## src/emt_pkg.sv

```systemverilog
package emt_pkg;

    localparam int OP_W     = 3;
    localparam int ID_W     = 6;
    localparam int CT_W     = 5;
    localparam int MASK_W   = 32;
    localparam int STATUS_W = 2;
    localparam int COUNT_W  = 7;

    localparam int MAX_ENTITIES_DEF    = 64;
    localparam int NUM_COMPONENT_TYPES = 32;
    localparam int RESULT_LIMIT        = 64;
    localparam int QUEUE_DEPTH         = 2;

    localparam logic [OP_W-1:0] OP_CREATE  = 3'd0;
    localparam logic [OP_W-1:0] OP_DESTROY = 3'd1;
    localparam logic [OP_W-1:0] OP_ADD     = 3'd2;
    localparam logic [OP_W-1:0] OP_REMOVE  = 3'd3;
    localparam logic [OP_W-1:0] OP_HAS     = 3'd4;
    localparam logic [OP_W-1:0] OP_QUERY   = 3'd5;

    localparam logic [STATUS_W-1:0] STATUS_OK     = 2'd0;
    localparam logic [STATUS_W-1:0] STATUS_BAD_ID = 2'd1;
    localparam logic [STATUS_W-1:0] STATUS_FULL   = 2'd2;

    typedef struct packed {
        logic [OP_W-1:0]   opcode;
        logic [ID_W-1:0]   entity_id;
        logic [CT_W-1:0]   component_type;
        logic [MASK_W-1:0] query_mask;
    } in_item_t;

    typedef struct packed {
        logic [ID_W-1:0]     result_entity;
        logic                found;
        logic [STATUS_W-1:0] status;
        logic [COUNT_W-1:0]  live_count;
        logic                last;
    } out_item_t;

    // decoded command as queued between front and back
    typedef struct packed {
        logic [OP_W-1:0]   opcode;
        logic [ID_W-1:0]   entity_id;
        logic [MASK_W-1:0] comp_bit;
        logic [MASK_W-1:0] query_mask;
    } cmd_t;

endpackage

```

## src/emt_ram.sv

```systemverilog
module emt_ram #(
    parameter int WIDTH = 8,
    parameter int DEPTH = 16
) (
    input  logic                     clk,
    input  logic                     we,
    input  logic [$clog2(DEPTH)-1:0] waddr,
    input  logic [WIDTH-1:0]         wdata,
    input  logic                     re,
    input  logic [$clog2(DEPTH)-1:0] raddr,
    output logic [WIDTH-1:0]         rdata
);

    logic [WIDTH-1:0] mem_reg [DEPTH];
    logic [WIDTH-1:0] rdata_reg;

    always_ff @(posedge clk)
    begin
        if (we)
        begin
            mem_reg[waddr] <= wdata;
        end
        if (re)
        begin
            rdata_reg <= mem_reg[raddr];
        end
    end

    assign rdata = rdata_reg;

endmodule

```

## src/emt_front.sv

```systemverilog
module emt_front (
    input  logic              clk,
    input  logic              rst_n,
    input  logic              cmd_valid,
    output logic              cmd_stall,
    input  emt_pkg::in_item_t cmd,
    output logic              q_valid,
    output emt_pkg::cmd_t     q_cmd,
    input  logic              q_pop
);

    localparam int QD = emt_pkg::QUEUE_DEPTH;
    localparam int PW = (QD > 1) ? $clog2(QD) : 1;
    localparam int NW = $clog2(QD + 1);

    emt_pkg::cmd_t   q_reg [QD];
    emt_pkg::cmd_t   decoded;
    logic [PW-1:0]   wr_ptr_reg, wr_ptr_next;
    logic [PW-1:0]   rd_ptr_reg, rd_ptr_next;
    logic [NW-1:0]   count_reg, count_next;
    logic            push;

    // component index past the configured set selects no bit
    always_comb
    begin
        decoded.opcode     = cmd.opcode;
        decoded.entity_id  = cmd.entity_id;
        decoded.query_mask = cmd.query_mask;
        if (int'(cmd.component_type) < emt_pkg::NUM_COMPONENT_TYPES)
        begin
            decoded.comp_bit = emt_pkg::MASK_W'(1) << cmd.component_type;
        end
        else
        begin
            decoded.comp_bit = '0;
        end
    end

    assign cmd_stall = (count_reg == NW'(QD));
    assign push      = cmd_valid && !cmd_stall;
    assign q_valid   = (count_reg != '0);
    assign q_cmd     = q_reg[rd_ptr_reg];

    always_comb
    begin
        wr_ptr_next = wr_ptr_reg;
        rd_ptr_next = rd_ptr_reg;
        count_next  = count_reg;
        if (push)
        begin
            wr_ptr_next = (wr_ptr_reg == PW'(QD - 1)) ? '0 : wr_ptr_reg + PW'(1);
        end
        if (q_pop)
        begin
            rd_ptr_next = (rd_ptr_reg == PW'(QD - 1)) ? '0 : rd_ptr_reg + PW'(1);
        end
        if (push && !q_pop)
        begin
            count_next = count_reg + NW'(1);
        end
        else if (!push && q_pop)
        begin
            count_next = count_reg - NW'(1);
        end
    end

    always_ff @(posedge clk or negedge rst_n)
    begin
        if (!rst_n)
        begin
            wr_ptr_reg <= '0;
            rd_ptr_reg <= '0;
            count_reg  <= '0;
        end
        else
        begin
            wr_ptr_reg <= wr_ptr_next;
            rd_ptr_reg <= rd_ptr_next;
            count_reg  <= count_next;
        end
    end

    always_ff @(posedge clk)
    begin
        if (push)
        begin
            q_reg[wr_ptr_reg] <= decoded;
        end
    end

endmodule

```

## src/emt_back.sv

```systemverilog
module emt_back #(
    parameter int MAX_ENTITIES = emt_pkg::MAX_ENTITIES_DEF
) (
    input  logic               clk,
    input  logic               rst_n,
    input  logic               q_valid,
    input  emt_pkg::cmd_t      q_cmd,
    output logic               q_pop,
    output logic               rsp_valid,
    input  logic               rsp_stall,
    output emt_pkg::out_item_t rsp
);

    localparam int AW = $clog2(MAX_ENTITIES);
    localparam int CW = $clog2(MAX_ENTITIES + 1);
    localparam int IW = emt_pkg::ID_W;
    localparam int NW = emt_pkg::COUNT_W;
    localparam int MW = emt_pkg::MASK_W;

    typedef enum logic [2:0] {
        ST_IDLE = 3'b001,
        ST_EXEC = 3'b010,
        ST_SCAN = 3'b100
    } state_t;

    state_t                   state_reg, state_next;
    emt_pkg::cmd_t            cmd_reg, cmd_next;
    logic [CW-1:0]            idx_reg, idx_next;
    logic [CW-1:0]            cnt_reg, cnt_next;
    logic [CW-1:0]            top_reg, top_next;
    logic [CW-1:0]            hw_reg, hw_next;
    logic [CW-1:0]            live_reg, live_next;
    logic [MAX_ENTITIES-1:0]  alive_reg, alive_next;
    emt_pkg::out_item_t       out_reg, out_next;
    logic                     out_valid_reg, out_valid_next;

    logic                     mask_we, mask_re;
    logic [AW-1:0]            mask_waddr, mask_raddr;
    logic [MW-1:0]            mask_wdata, mask_rdata;
    logic                     stack_we, stack_re;
    logic [AW-1:0]            stack_waddr, stack_raddr;
    logic [AW-1:0]            stack_wdata, stack_rdata;

    logic                     slot_free;
    logic                     emit;
    emt_pkg::out_item_t       res;
    logic                     allocated;
    logic [AW-1:0]            id_a;
    logic [AW-1:0]            nid;
    logic                     match;
    logic                     scan_end;
    logic                     final_match;
    logic [CW-1:0]            top_minus;
    logic [CW-1:0]            idx_plus;

    emt_ram #(.WIDTH(MW), .DEPTH(MAX_ENTITIES)) u_mask_ram (
        .clk   (clk),
        .we    (mask_we),
        .waddr (mask_waddr),
        .wdata (mask_wdata),
        .re    (mask_re),
        .raddr (mask_raddr),
        .rdata (mask_rdata)
    );

    emt_ram #(.WIDTH(AW), .DEPTH(MAX_ENTITIES)) u_stack_ram (
        .clk   (clk),
        .we    (stack_we),
        .waddr (stack_waddr),
        .wdata (stack_wdata),
        .re    (stack_re),
        .raddr (stack_raddr),
        .rdata (stack_rdata)
    );

    assign slot_free   = !out_valid_reg || !rsp_stall;
    assign allocated   = ({1'b0, cmd_reg.entity_id} < NW'(hw_reg));
    assign id_a        = cmd_reg.entity_id[AW-1:0];
    assign top_minus   = top_reg - CW'(1);
    assign idx_plus    = idx_reg + CW'(1);
    assign match       = ((mask_rdata & cmd_reg.query_mask) == cmd_reg.query_mask);
    assign scan_end    = (idx_plus == hw_reg);
    assign final_match = scan_end && (NW'(cnt_reg) == NW'(emt_pkg::RESULT_LIMIT - 1));

    always_comb
    begin
        state_next     = state_reg;
        cmd_next       = cmd_reg;
        idx_next       = idx_reg;
        cnt_next       = cnt_reg;
        top_next       = top_reg;
        hw_next        = hw_reg;
        live_next      = live_reg;
        alive_next     = alive_reg;
        q_pop          = 1'b0;
        emit           = 1'b0;
        res            = '0;
        nid            = '0;
        mask_we        = 1'b0;
        mask_waddr     = id_a;
        mask_wdata     = '0;
        mask_re        = 1'b0;
        mask_raddr     = q_cmd.entity_id[AW-1:0];
        stack_we       = 1'b0;
        stack_waddr    = top_reg[AW-1:0];
        stack_wdata    = id_a;
        stack_re       = 1'b0;
        stack_raddr    = top_minus[AW-1:0];

        case (state_reg)
            ST_IDLE:
            begin
                if (q_valid)
                begin
                    q_pop    = 1'b1;
                    cmd_next = q_cmd;
                    mask_re  = 1'b1;
                    stack_re = 1'b1;
                    idx_next = '0;
                    cnt_next = '0;
                    if (q_cmd.opcode == emt_pkg::OP_QUERY)
                    begin
                        mask_raddr = '0;
                        state_next = ST_SCAN;
                    end
                    else
                    begin
                        state_next = ST_EXEC;
                    end
                end
            end

            ST_EXEC:
            begin
                if (slot_free)
                begin
                    emit       = 1'b1;
                    res.last   = 1'b1;
                    res.status = emt_pkg::STATUS_OK;
                    state_next = ST_IDLE;
                    case (cmd_reg.opcode)
                        emt_pkg::OP_CREATE:
                        begin
                            if (top_reg != '0)
                            begin
                                nid      = stack_rdata;
                                top_next = top_minus;
                            end
                            else if (hw_reg < CW'(MAX_ENTITIES))
                            begin
                                // fresh identifier: its mask may be stale from before reset
                                nid        = hw_reg[AW-1:0];
                                hw_next    = hw_reg + CW'(1);
                                mask_we    = 1'b1;
                                mask_waddr = nid;
                                mask_wdata = '0;
                            end
                            else
                            begin
                                res.status = emt_pkg::STATUS_FULL;
                            end
                            if (res.status == emt_pkg::STATUS_OK)
                            begin
                                alive_next[nid]   = 1'b1;
                                live_next         = live_reg + CW'(1);
                                res.result_entity = IW'(nid);
                            end
                        end
                        emt_pkg::OP_DESTROY:
                        begin
                            if (allocated && alive_reg[id_a] &&
                                (top_reg < CW'(MAX_ENTITIES)))
                            begin
                                mask_we          = 1'b1;
                                mask_wdata       = '0;
                                alive_next[id_a] = 1'b0;
                                stack_we         = 1'b1;
                                top_next         = top_reg + CW'(1);
                                if (live_reg != '0)
                                begin
                                    live_next = live_reg - CW'(1);
                                end
                            end
                            else
                            begin
                                res.status = emt_pkg::STATUS_BAD_ID;
                            end
                        end
                        emt_pkg::OP_ADD, emt_pkg::OP_REMOVE:
                        begin
                            if (allocated)
                            begin
                                mask_we = 1'b1;
                                if (cmd_reg.opcode == emt_pkg::OP_ADD)
                                begin
                                    mask_wdata = mask_rdata | cmd_reg.comp_bit;
                                end
                                else
                                begin
                                    mask_wdata = mask_rdata & ~cmd_reg.comp_bit;
                                end
                            end
                            else
                            begin
                                res.status = emt_pkg::STATUS_BAD_ID;
                            end
                        end
                        emt_pkg::OP_HAS:
                        begin
                            if (allocated)
                            begin
                                res.found = |(mask_rdata & cmd_reg.comp_bit);
                            end
                            else
                            begin
                                res.status = emt_pkg::STATUS_BAD_ID;
                            end
                        end
                        default:
                        begin
                            res.status = emt_pkg::STATUS_OK;
                        end
                    endcase
                end
            end

            ST_SCAN:
            begin
                if (idx_reg == hw_reg)
                begin
                    // end marker
                    if (slot_free)
                    begin
                        emit       = 1'b1;
                        res.last   = 1'b1;
                        state_next = ST_IDLE;
                    end
                end
                else if (match && !slot_free)
                begin
                    // hold the read data until the result register frees up
                    state_next = ST_SCAN;
                end
                else
                begin
                    if (match)
                    begin
                        emit              = 1'b1;
                        res.result_entity = IW'(idx_reg);
                        res.found         = 1'b1;
                        res.last          = final_match;
                        cnt_next          = cnt_reg + CW'(1);
                    end
                    if (match && final_match)
                    begin
                        state_next = ST_IDLE;
                    end
                    else
                    begin
                        idx_next   = idx_plus;
                        mask_re    = 1'b1;
                        mask_raddr = idx_plus[AW-1:0];
                    end
                end
            end

            default:
            begin
                state_next = ST_IDLE;
            end
        endcase

        res.live_count = NW'(live_next);

        out_next       = out_reg;
        out_valid_next = out_valid_reg;
        if (emit)
        begin
            out_next       = res;
            out_valid_next = 1'b1;
        end
        else if (!rsp_stall)
        begin
            out_valid_next = 1'b0;
        end
    end

    always_ff @(posedge clk or negedge rst_n)
    begin
        if (!rst_n)
        begin
            state_reg     <= ST_IDLE;
            idx_reg       <= '0;
            cnt_reg       <= '0;
            top_reg       <= '0;
            hw_reg        <= '0;
            live_reg      <= '0;
            alive_reg     <= '0;
            out_valid_reg <= 1'b0;
        end
        else
        begin
            state_reg     <= state_next;
            idx_reg       <= idx_next;
            cnt_reg       <= cnt_next;
            top_reg       <= top_next;
            hw_reg        <= hw_next;
            live_reg      <= live_next;
            alive_reg     <= alive_next;
            out_valid_reg <= out_valid_next;
        end
    end

    always_ff @(posedge clk)
    begin
        cmd_reg <= cmd_next;
        out_reg <= out_next;
    end

    assign rsp_valid = out_valid_reg;
    assign rsp       = out_reg;

    // every allocated identifier is either live or on the free stack
    a_id_balance: assert property (@(posedge clk) disable iff (!rst_n)
        (NW'(top_reg) + NW'(live_reg)) == NW'(hw_reg))
        else $error("free stack and live count do not add up to high-water mark");

    a_alive_count: assert property (@(posedge clk) disable iff (!rst_n)
        $countones(alive_reg) == int'(live_reg))
        else $error("alive bits disagree with live count");

    a_scan_is_query: assert property (@(posedge clk) disable iff (!rst_n)
        state_reg == ST_SCAN |-> cmd_reg.opcode == emt_pkg::OP_QUERY)
        else $error("scan running for a non-query command");

    a_scan_bound: assert property (@(posedge clk) disable iff (!rst_n)
        state_reg == ST_SCAN |-> idx_reg <= hw_reg)
        else $error("scan index ran past high-water mark");

    a_no_pop_busy: assert property (@(posedge clk) disable iff (!rst_n)
        q_pop |-> state_reg == ST_IDLE && q_valid)
        else $error("queue popped while a command is in progress");

endmodule

```

## src/entity_mask_table_engine.sv

```systemverilog
// entity table with per-entity component bitmasks and a lifo free list
// command channel (cmd_valid / cmd_stall / cmd): one beat per operation;
// beats land in a two-entry queue, so cmd_stall rises only when it is full
// response channel (rsp_valid / rsp_stall / rsp): results in order, the
// final beat of each command has last set
// create, destroy, add, remove, has: one response beat; the idle executor pops
// a command and reads the mask ram, then loads the result register once it is
// free, doing the mask ram read-modify-write; it pops no new command till then
// query: one mask ram read per identifier below the high-water mark; each match
// is emitted, waiting while the result register is held; an end marker follows
// unless the last identifier gives the RESULT_LIMIT-th match, which has last set
// rsp_stall holds the result register; a beat to load then waits, and the
// queue keeps taking commands until both entries are taken
// reset clears the counters, alive bits and both channels at once; no
// clearing pass: a fresh identifier has its mask zeroed when it is created
module entity_mask_table_engine #(
    parameter int MAX_ENTITIES = emt_pkg::MAX_ENTITIES_DEF
) (
    input  logic               clk,
    input  logic               rst_n,
    input  logic               cmd_valid,
    output logic               cmd_stall,
    input  emt_pkg::in_item_t  cmd,
    output logic               rsp_valid,
    input  logic               rsp_stall,
    output emt_pkg::out_item_t rsp
);

    logic          q_valid;
    logic          q_pop;
    emt_pkg::cmd_t q_cmd;

    emt_front u_front (
        .clk       (clk),
        .rst_n     (rst_n),
        .cmd_valid (cmd_valid),
        .cmd_stall (cmd_stall),
        .cmd       (cmd),
        .q_valid   (q_valid),
        .q_cmd     (q_cmd),
        .q_pop     (q_pop)
    );

    emt_back #(.MAX_ENTITIES(MAX_ENTITIES)) u_back (
        .clk       (clk),
        .rst_n     (rst_n),
        .q_valid   (q_valid),
        .q_cmd     (q_cmd),
        .q_pop     (q_pop),
        .rsp_valid (rsp_valid),
        .rsp_stall (rsp_stall),
        .rsp       (rsp)
    );

endmodule

```

## config.mk

```make
export PLATFORM = sky130hd
export DESIGN_NAME = entity_mask_table_engine
export DESIGN_NICKNAME = d
export VERILOG_FILES = /design/src/emt_pkg.sv /design/src/emt_ram.sv /design/src/emt_front.sv /design/src/emt_back.sv /design/src/entity_mask_table_engine.sv
export SDC_FILE = /design/constraint.sdc
export NUM_CORES = 2
export LEC_CHECK = 0
export BUFFER_PORTS_ARGS = -buffer_cell sky130_fd_sc_hd__buf_4
export CAP_MARGIN = 40
export CORE_ASPECT_RATIO = 1.75
export CORE_MARGIN = 2
export CORE_UTILIZATION = 30
export CTS_BUF_LIST = sky130_fd_sc_hd__clkbuf_4
export CTS_CLUSTER_DIAMETER = 120
export DETAILED_ROUTE_END_ITERATION = 8
export GPL_ROUTABILITY_DRIVEN = 0
export PLACE_DENSITY = 0.49
export RECOVER_POWER = 50
export SLEW_MARGIN = 0
export SYNTH_ARGS = -nofsm -noshare
export SYNTH_HDL_FRONTEND = slang
export SYNTH_SLANG_ARGS = --single-unit
export TNS_END_PERCENT = 10
```

## constraint.sdc

```tcl
create_clock -name clk -period 6.6 [get_ports clk]
set_input_delay 0.33 -clock clk [delete_from_list [all_inputs] [get_ports clk]]
set_output_delay 0.33 -clock clk [all_outputs]
set_load 0.01 [all_outputs]
```

Yosys cells after proc, flatten, opt, wreduce, memory -nomap -nowiden
Memories as Yosys holds them, arrays and structs flattened. A register that Yosys moved wholly into a read port is not among the register bits.
Index checks and enable logic that the tools add are counted.
{"block": "word_totals", "reg_bits": 197, "mem_bits_rw": 2578, "out_inout_bits": 19, "n_memories": 3}
{"block": "op_classes", "n_addsub": 11, "order_cmp": 7, "n_eq_ne": 23, "n_shift": 1, "muxes": 109, "n_bitwise": 9, "n_reduce_logical": 36}
{"name": "u_back.u_mask_ram.mem_reg", "depth": 64, "word_bits": 32, "rd": 1, "rd_ports_with_merged_regs": 1, "write_ports": 1, "line": "emt_ram.sv:14", "rtl": "logic [WIDTH-1:0] mem_reg [DEPTH];"}
{"name": "u_back.u_stack_ram.mem_reg", "depth": 64, "word_bits": 6, "rd": 1, "rd_ports_with_merged_regs": 1, "write_ports": 1, "line": "emt_ram.sv:14"}
{"name": "u_front.q_reg", "depth": 2, "word_bits": 73, "rd": 1, "rd_ports_with_merged_regs": 0, "write_ports": 1, "line": "emt_front.sv:16", "rtl": "emt_pkg::cmd_t q_reg [QD];"}
{"op": "32-bit two-way mux", "n": 5}
{"op": "64-bit two-way mux", "n": 2}
{"op": "64-bit one-hot mux with 2 select lines", "n": 1}
{"op": "7-bit two-way mux", "n": 17}
{"op": "6-bit two-way mux", "n": 17}
{"op": "32-bit bitwise AND", "n": 3}
{"op": "7-bit one-hot mux with 2 select lines", "n": 5}
{"op": "64-bit bitwise AND", "n": 1}
{"op": "64-bit inverter", "n": 1}
{"op": "64-bit bitwise OR", "n": 1}
{"op": "1-bit two-way mux", "n": 38}
{"op": "7-bit by 1-bit adder with 7-bit output, second input constant", "n": 5}
{"op": "32-bit equality test", "n": 1}
{"op": "32-bit inverter", "n": 1}
{"op": "32-bit bitwise OR", "n": 1}
{"op": "32-bit OR reduction", "n": 1}
{"op": "1-bit by 5-bit << shifter with 32-bit output, first input constant", "n": 1}
{"op": "5-bit AND reduction", "n": 5}
{"op": "3-bit two-way mux", "n": 6}
{"op": "7-bit equality test", "n": 2}
{"op": "6-bit by 7-bit less-than comparator with 1-bit output, second input constant", "n": 2}
{"op": "7-bit less-than comparator, second input constant", "n": 2}
{"op": "2-bit two-way mux", "n": 7}
{"op": "7-bit nonzero test", "n": 2}
{"op": "32 further kinds", "n": 69}

Logic depth before layout (Yosys ltp)
{"block": "logic_depth", "depth_word": 13, "ltp_mapped": 17}

Cells and area by module
A second synthesis with hierarchy kept.
{"block": "unflattened", "cells_unflattened": 5591, "hier_area_um2": 111154.1}
{"mod": "emt_ram (u_back.u_mask_ram)", "instances": 1, "cells_per_inst": 3511, "area_per_inst_um2": 79359.9, "seq_area_each_um2": 62459.9}
{"mod": "emt_ram (u_back.u_stack_ram)", "instances": 1, "cells_per_inst": 720, "area_per_inst_um2": 15285.9, "seq_area_each_um2": 11711.2}
{"mod": "emt_back", "instances": 1, "cells_per_inst": 1066, "area_per_inst_um2": 10801.6, "seq_area_each_um2": 5281.3}
{"mod": "emt_front", "instances": 1, "cells_per_inst": 294, "area_per_inst_um2": 5706.7, "seq_area_each_um2": 4484.3}

Worst setup path before layout
No wires, ideal clock.
{"block": "synth_timing", "kind": "register -> register", "startpoint": "register u_back.top_reg[0]", "endpoint": "memory u_back.u_mask_ram.mem_reg[16][0] in the netlist's numbering (enable)", "setup_ns": 0.421, "arrival_ns": 4.795, "required_time_ns": 6.179, "slack_ns": 1.383, "stages_incl_launch_ff": 14, "synth_period_minus_slack_ns": 5.217, "path_cell_list": "dfrtp_1 -> clkbuf_1 -> buf_1 -> buf_1 -> inv_1 -> ha_1 -> nor3b_1 -> nand2_1 -> or2_2 -> clkbuf_1 -> clkbuf_1 -> nor3_1 -> a41oi_1 -> nor2_1"}
{"block": "synth_via", "elab_chain_cells": 8, "word_cells_on_any_way": 14, "classes_between": "1 x order compare; 11 x mux; 2 x reduce/logical"}
{"element": "start: declaration", "line": "emt_back.sv:30", "rtl": "logic [CW-1:0] top_reg, top_next;"}
{"element": "start signal: assignment", "line": "emt_back.sv:306", "rtl": "top_reg <= top_next;"}
{"element": "7-bit less-than comparator", "line": "emt_back.sv:172", "rtl": "(top_reg < CW'(MAX_ENTITIES)))"}
{"element": "1-bit logical AND", "line": "emt_back.sv:171", "rtl": "if (allocated && alive_reg[id_a] &&"}
{"element": "1-bit two-way mux", "line": "emt_back.sv:171"}
{"element": "1-bit one-hot mux with 3 select lines", "line": "emt_back.sv:141", "rtl": "case (cmd_reg.opcode)"}
{"element": "1-bit two-way mux", "line": "emt_back.sv:135", "rtl": "if (slot_free)"}
{"element": "1-bit two-way mux", "line": "emt_back.sv:110", "rtl": "case (state_reg)"}
{"element": "1-bit two-way mux", "line": "emt_ram.sv:19", "rtl": "if (we)"}
{"element": "1-bit two-way mux (implied by the code)", "line": "emt_ram.sv:21", "rtl": "mem_reg[waddr] <= wdata;"}
{"element": "end: declaration", "line": "emt_ram.sv:14"}
Several ways; a longest one is shown, not always the timed one.

Final worst setup path
{"block": "layout_timing", "startpoint": "register u_back.cmd_reg[10] in the netlist's numbering", "endpoint": "register u_back.u_mask_ram.rdata_reg[13], in the netlist u_back.u_mask_ram.rdata[13] (read register of u_back.u_mask_ram.mem_reg) (data pin)"}
{"block": "layout_via", "elab_chain_cells": 7, "word_cells_on_any_way": 12, "classes_between": "1 x eq/ne; 8 x mux; 1 x bitwise; 2 x reduce/logical"}
{"element": "start: declaration", "line": "emt_back.sv:27", "rtl": "emt_pkg::cmd_t cmd_reg, cmd_next;"}
{"element": "start signal: assignment", "line": "emt_back.sv:316", "rtl": "cmd_reg <= cmd_next;"}
{"element": "32-bit bitwise AND", "line": "emt_back.sv:81", "rtl": "assign match = ((mask_rdata & cmd_reg.query_mask) == cmd_reg.query_mask);"}
{"element": "32-bit equality test (*)", "line": "emt_back.sv:81"}
{"element": "1-bit logical AND", "line": "emt_back.sv:254", "rtl": "if (match && final_match)"}
{"element": "6-bit two-way mux or 1-bit two-way mux (tied branches)", "line": "emt_back.sv:254"}
{"element": "6-bit two-way mux or 1-bit two-way mux (tied branches)", "line": "emt_back.sv:239", "rtl": "else if (match && !slot_free)"}
{"element": "6-bit two-way mux or 1-bit two-way mux (tied branches)", "line": "emt_back.sv:229", "rtl": "if (idx_reg == hw_reg)"}
{"element": "6-bit one-hot mux with 2 select lines or 1-bit one-hot mux with 2 select lines (tied branches)", "line": "emt_back.sv:110"}
{"element": "end: declaration", "line": "emt_ram.sv:15", "rtl": "logic [WIDTH-1:0] rdata_reg;"}
Mark *: on every way between the ends. The rest lies on a longest branch, timed or not.
A chain may end at the register's enable or synchronous reset.

==> results.sh <==
export IMPL_vias=61400
export IMPL_finalCriticalPeriod_ps=6300
export IMPL_start_util_pct=30.1
export IMPL_dieArea_um2=370000
export IMPL_placed_area_um2=120000
export IMPL_cts_made_buffers=641
export IMPL_drc_errors=0
export IMPL_dieHeight_um=804
export IMPL_critical_path_top_delay_family="compound AO/OA/AOI/OAI gates"
export IMPL_endpoint_kind="flop"
export IMPL_worst_path_buf_inv=5
export IMPL_drv_cap=19
export IMPL_dp_slack_ps=197
export IMPL_postRouteWirelength_um=339000
export IMPL_pin_count=69
export IMPL_syn_area_um2=110000
export IMPL_clk_pin_slew_worst_paths_ps=70
export IMPL_synth_edf_count=2706
export IMPL_synth_distinct_cells=75
export IMPL_status="complete, but fails checks"
export IMPL_routedWlPerCell_um=27.5
export IMPL_worstPathMaxFanout=23
export IMPL_ys_warn_count=0
export IMPL_clockBufferDepth=4
export IMPL_viasPerCell=5.00
export IMPL_cts_sinks=2813
export IMPL_nets=7020
export IMPL_fin_setup_tns_ps=0
export IMPL_globalRouteTotalUtil_pct=18.0
export IMPL_tritoncts="built"
export IMPL_async_reset_ff_share_pct=3.80
export IMPL_synth_adder_area_share_pct=0.160
export IMPL_ant_nets=0
export IMPL_synthMuxAreaShare_pct=13.3
export IMPL_root_buffer="clkbuf_4"
export IMPL_ys_ff_latch=2813
export IMPL_power_density_nw_per_um2=417
export IMPL_worstSkewPairLatency_ps=1480
export IMPL_worst_ir_drop_vdd_uv=293
export IMPL_dieWidth_um=461
export IMPL_largest_register_ffs=2048
export IMPL_synth_cells=6063
export IMPL_fmax_ghz=0.159
export IMPL_startpoint_type="flop"
export IMPL_antenna_found_initial=8
export IMPL_maxSlewViolCount=764
export IMPL_hp_class="input pin to flop"
export IMPL_slowest_stage="o41ai_1"
export IMPL_gr_total_overflow=0
export IMPL_cp_slowest_stage_delay_ps=820
export IMPL_synth_compound_area_share_pct=5.37
export IMPL_firstDrtPassIters=6
export IMPL_portBuffers=68
export IMPL_rows=293
export IMPL_path_class="flop to flop"
export IMPL_synth_top_family_by_area="multiplexers"
export IMPL_cellLeakagePower_nw=41.5
export IMPL_dp_hpwl_um=217000
export IMPL_rsz0062_at_grt="no"
export IMPL_relSlewSlack_pct=-107
export IMPL_worst_slew_pin_slew_ps=3110
export IMPL_skew_ps=211
export IMPL_coreArea_um2=364000
export IMPL_final_setup_worst_slack_ps=302
export IMPL_setup_viol=0
export IMPL_violations="max-capacitance violations, max-slew violations"
export IMPL_grt_pass1_wl_um=478000
export IMPL_drive_gt1_share_pct=23.2
export IMPL_syn_avg_cell_area_um2=18.1
export IMPL_grt_max_degree=76
export IMPL_drt_first_iter_violations=4299
export IMPL_synthFlopType="edfxtp_1"
export IMPL_grt_pass1_vias=64800
export IMPL_synth_simple_gate_area_share_pct=2.77
export IMPL_timing_hold_violations_final=0
export IMPL_final_cell_area_um2=129000
export IMPL_syn_to_final_growth_pct=17.3
export IMPL_cts_post_setup_buffers_inserted=0
export IMPL_cp_cell_sequence="inv_1 > o22ai_1 > nor4_2 > buf_2 > nand4_1 > a211oi_2 > o211ai_1 > nand3_4 > buf_12 > buf_4 > o22ai_1 > o41ai_1 > buf_4 > nand4b_1"
export IMPL_seq_area_frac_synth_pct=76.6
export IMPL_layout_worst_path_cycle_share_pct=95.4
export IMPL_required_ps=7520
export IMPL_synth_xor_area_share_pct=0.303
export IMPL_cp_arrival_ps=7220
export IMPL_synthesis_nets=6127
export IMPL_ctsHtreeMaxLevel=6
==> path summary, 6_finish.rpt <==
| path | from | to | slack [ps] | depth (start not counted) |
|---|---|---|---|---|
| setup / recovery | u_back.cmd_reg[10] | u_back.u_mask_ram.rdata[13] | 300 | 14 |
| hold / removal | cmd[33] | u_front.q_reg[0][42] | 180 | 4 |
| setup reg to reg | u_back.cmd_reg[10] | u_back.u_mask_ram.rdata[13] | 300 | 14 |
| hold reg to reg | u_back.alive_reg[33] | u_back.alive_reg[33] | 510 | 2 |
| max in group asynchronous | rst_n | u_back.alive_reg[29] | 3410 | 7 |
| min in group asynchronous | rst_n | u_back.alive_reg[42] | 1350 | 5 |
==> worst register-to-register path, cell delays in order (launching register included) <==
cell and delay (ps):
edfxtp_1 380, inv_1 290, o22ai_1 210, nor4_2 590, buf_2 290, nand4_1 430
a211oi_2 580, o211ai_1 400, nand3_4 230, buf_12 230, buf_4 440, o22ai_1 230
o41ai_1 830, buf_4 230, nand4b_1 440
==> cell usage in the layout (no fill, tap or decap), drive strengths merged, types with 104 or more instances in the layout <==
| master | count |
|---|---|
| buf | 348 |
| clkbuf | 1067 |
| clkinv | 128 |
| dfrtp | 106 |
| dlygate4sd3 | 104 |
| edfxtp | 2706 |
| mux2i | 1067 |
| mux4 | 133 |
| nand2 | 107 |
| nor2 | 279 |
| o21ai | 166 |
| o22ai | 529 |
==> cell type report <==
cell class	count	area [um2]
clock buffers	940	7060
fillers	34700	235000
inverters	53	200
flip-flops and latches	2813	83900
repair buffers	582	5420
multi-input cells	2865	24800
clock inverters	166	1060
diodes	9	22.5
well taps	4867	6090
==> per-layer routing <==
layer	share of wire [%]	vias to the layer above	track usage, %
met1	35	32000	18.7
met5	0.019	-	0
met3	4.3	712	2.71
li1	-	26800	-
met4	5.6	8	9.60
met2	55	1966	34.1
==> per-stage QoR <==
stage | hold slack (ps) | std cells | utilization (%) | power [W]
6_report | 184 | 12300 | 35.4 | 0.0536
3_3_place_gp | 354 | 11000 | 32.8 | 0.0400
3_5_place_dp | 350 | 11100 | 33.0 | 0.0403
4_1_cts | 26.0 | 12300 | 35.6 | 0.0543
2_1_floorplan | 34.4 | 6063 | - | 0.0320
5_1_grt | 143 | 12300 | 35.4 | 0.0556
==> kinds of logic after synthesis <==
kind of cell	Yosys count
DFF	2813
xor gates and xnor gates	37
buffers and inverters	385
AOI/OAI and AO/OA	912
muxes	1277
and+or+nand+nor	625
adders and majority gates	14
==> power by group <==
group          leakage, nW  switching [W]  internal, W
clock                 4.84        0.00684      0.00706
combinational         13.4         0.0110      0.00655
sequential            23.3        0.00108       0.0211
total                 41.5         0.0189       0.0347
==> cell usage after synthesis (4+ instances only) <==
| cell type | n | area (um2) |
|---|---|---|
| buf_2 | 129 | 646 |
| o31ai_1 | 9 | 67.6 |
| nor2_1 | 279 | 1050 |
| o41ai_1 | 97 | 850 |
| xnor2_1 | 21 | 184 |
| inv_1 | 53 | 199 |
| nor3_1 | 21 | 105 |
| buf_4 | 12 | 90.1 |
| mux4_2 | 133 | 3000 |
| xor2_1 | 15 | 131 |
| mux2_2 | 77 | 867 |
| nand4b_1 | 35 | 307 |
| dfrtp_1 | 106 | 2650 |
| ha_1 | 14 | 175 |
| edfxtp_1 | 2706 | 81300 |
| a22oi_1 | 12 | 90.1 |
| nor4_1 | 40 | 250 |
| or3_1 | 11 | 68.8 |
| o211ai_1 | 7 | 52.6 |
| mux2i_1 | 1067 | 10700 |
| nand2b_1 | 13 | 81.3 |
| a31oi_1 | 11 | 68.8 |
| nand3_1 | 30 | 150 |
| a21o_1 | 5 | 37.5 |
| o21ai_0 | 163 | 816 |
| or2_2 | 4 | 25.0 |
| nor2b_1 | 13 | 81.3 |
| clkbuf_1 | 159 | 597 |
| nand4_1 | 18 | 113 |
| nor3b_1 | 9 | 67.6 |
| nand3b_1 | 13 | 97.6 |
| buf_1 | 28 | 105 |
| buf_6 | 4 | 45.0 |
| nand2_1 | 107 | 402 |
| o22ai_1 | 529 | 3310 |
| and2_1 | 5 | 31.3 |
| and3_1 | 12 | 75.1 |
| a22o_1 | 4 | 35.0 |
| a21oi_1 | 27 | 135 |
| a221oi_1 | 5 | 43.8 |
==> what timing repair did <==
item / in CTS / in global routing
setup endpoints to repair: 0 / 3
hold buffers: 105 / 0
hold endpoints to repair: 439 / 0
gates resized for setup: 0 / 1
(Power assumes the default switching activity.)
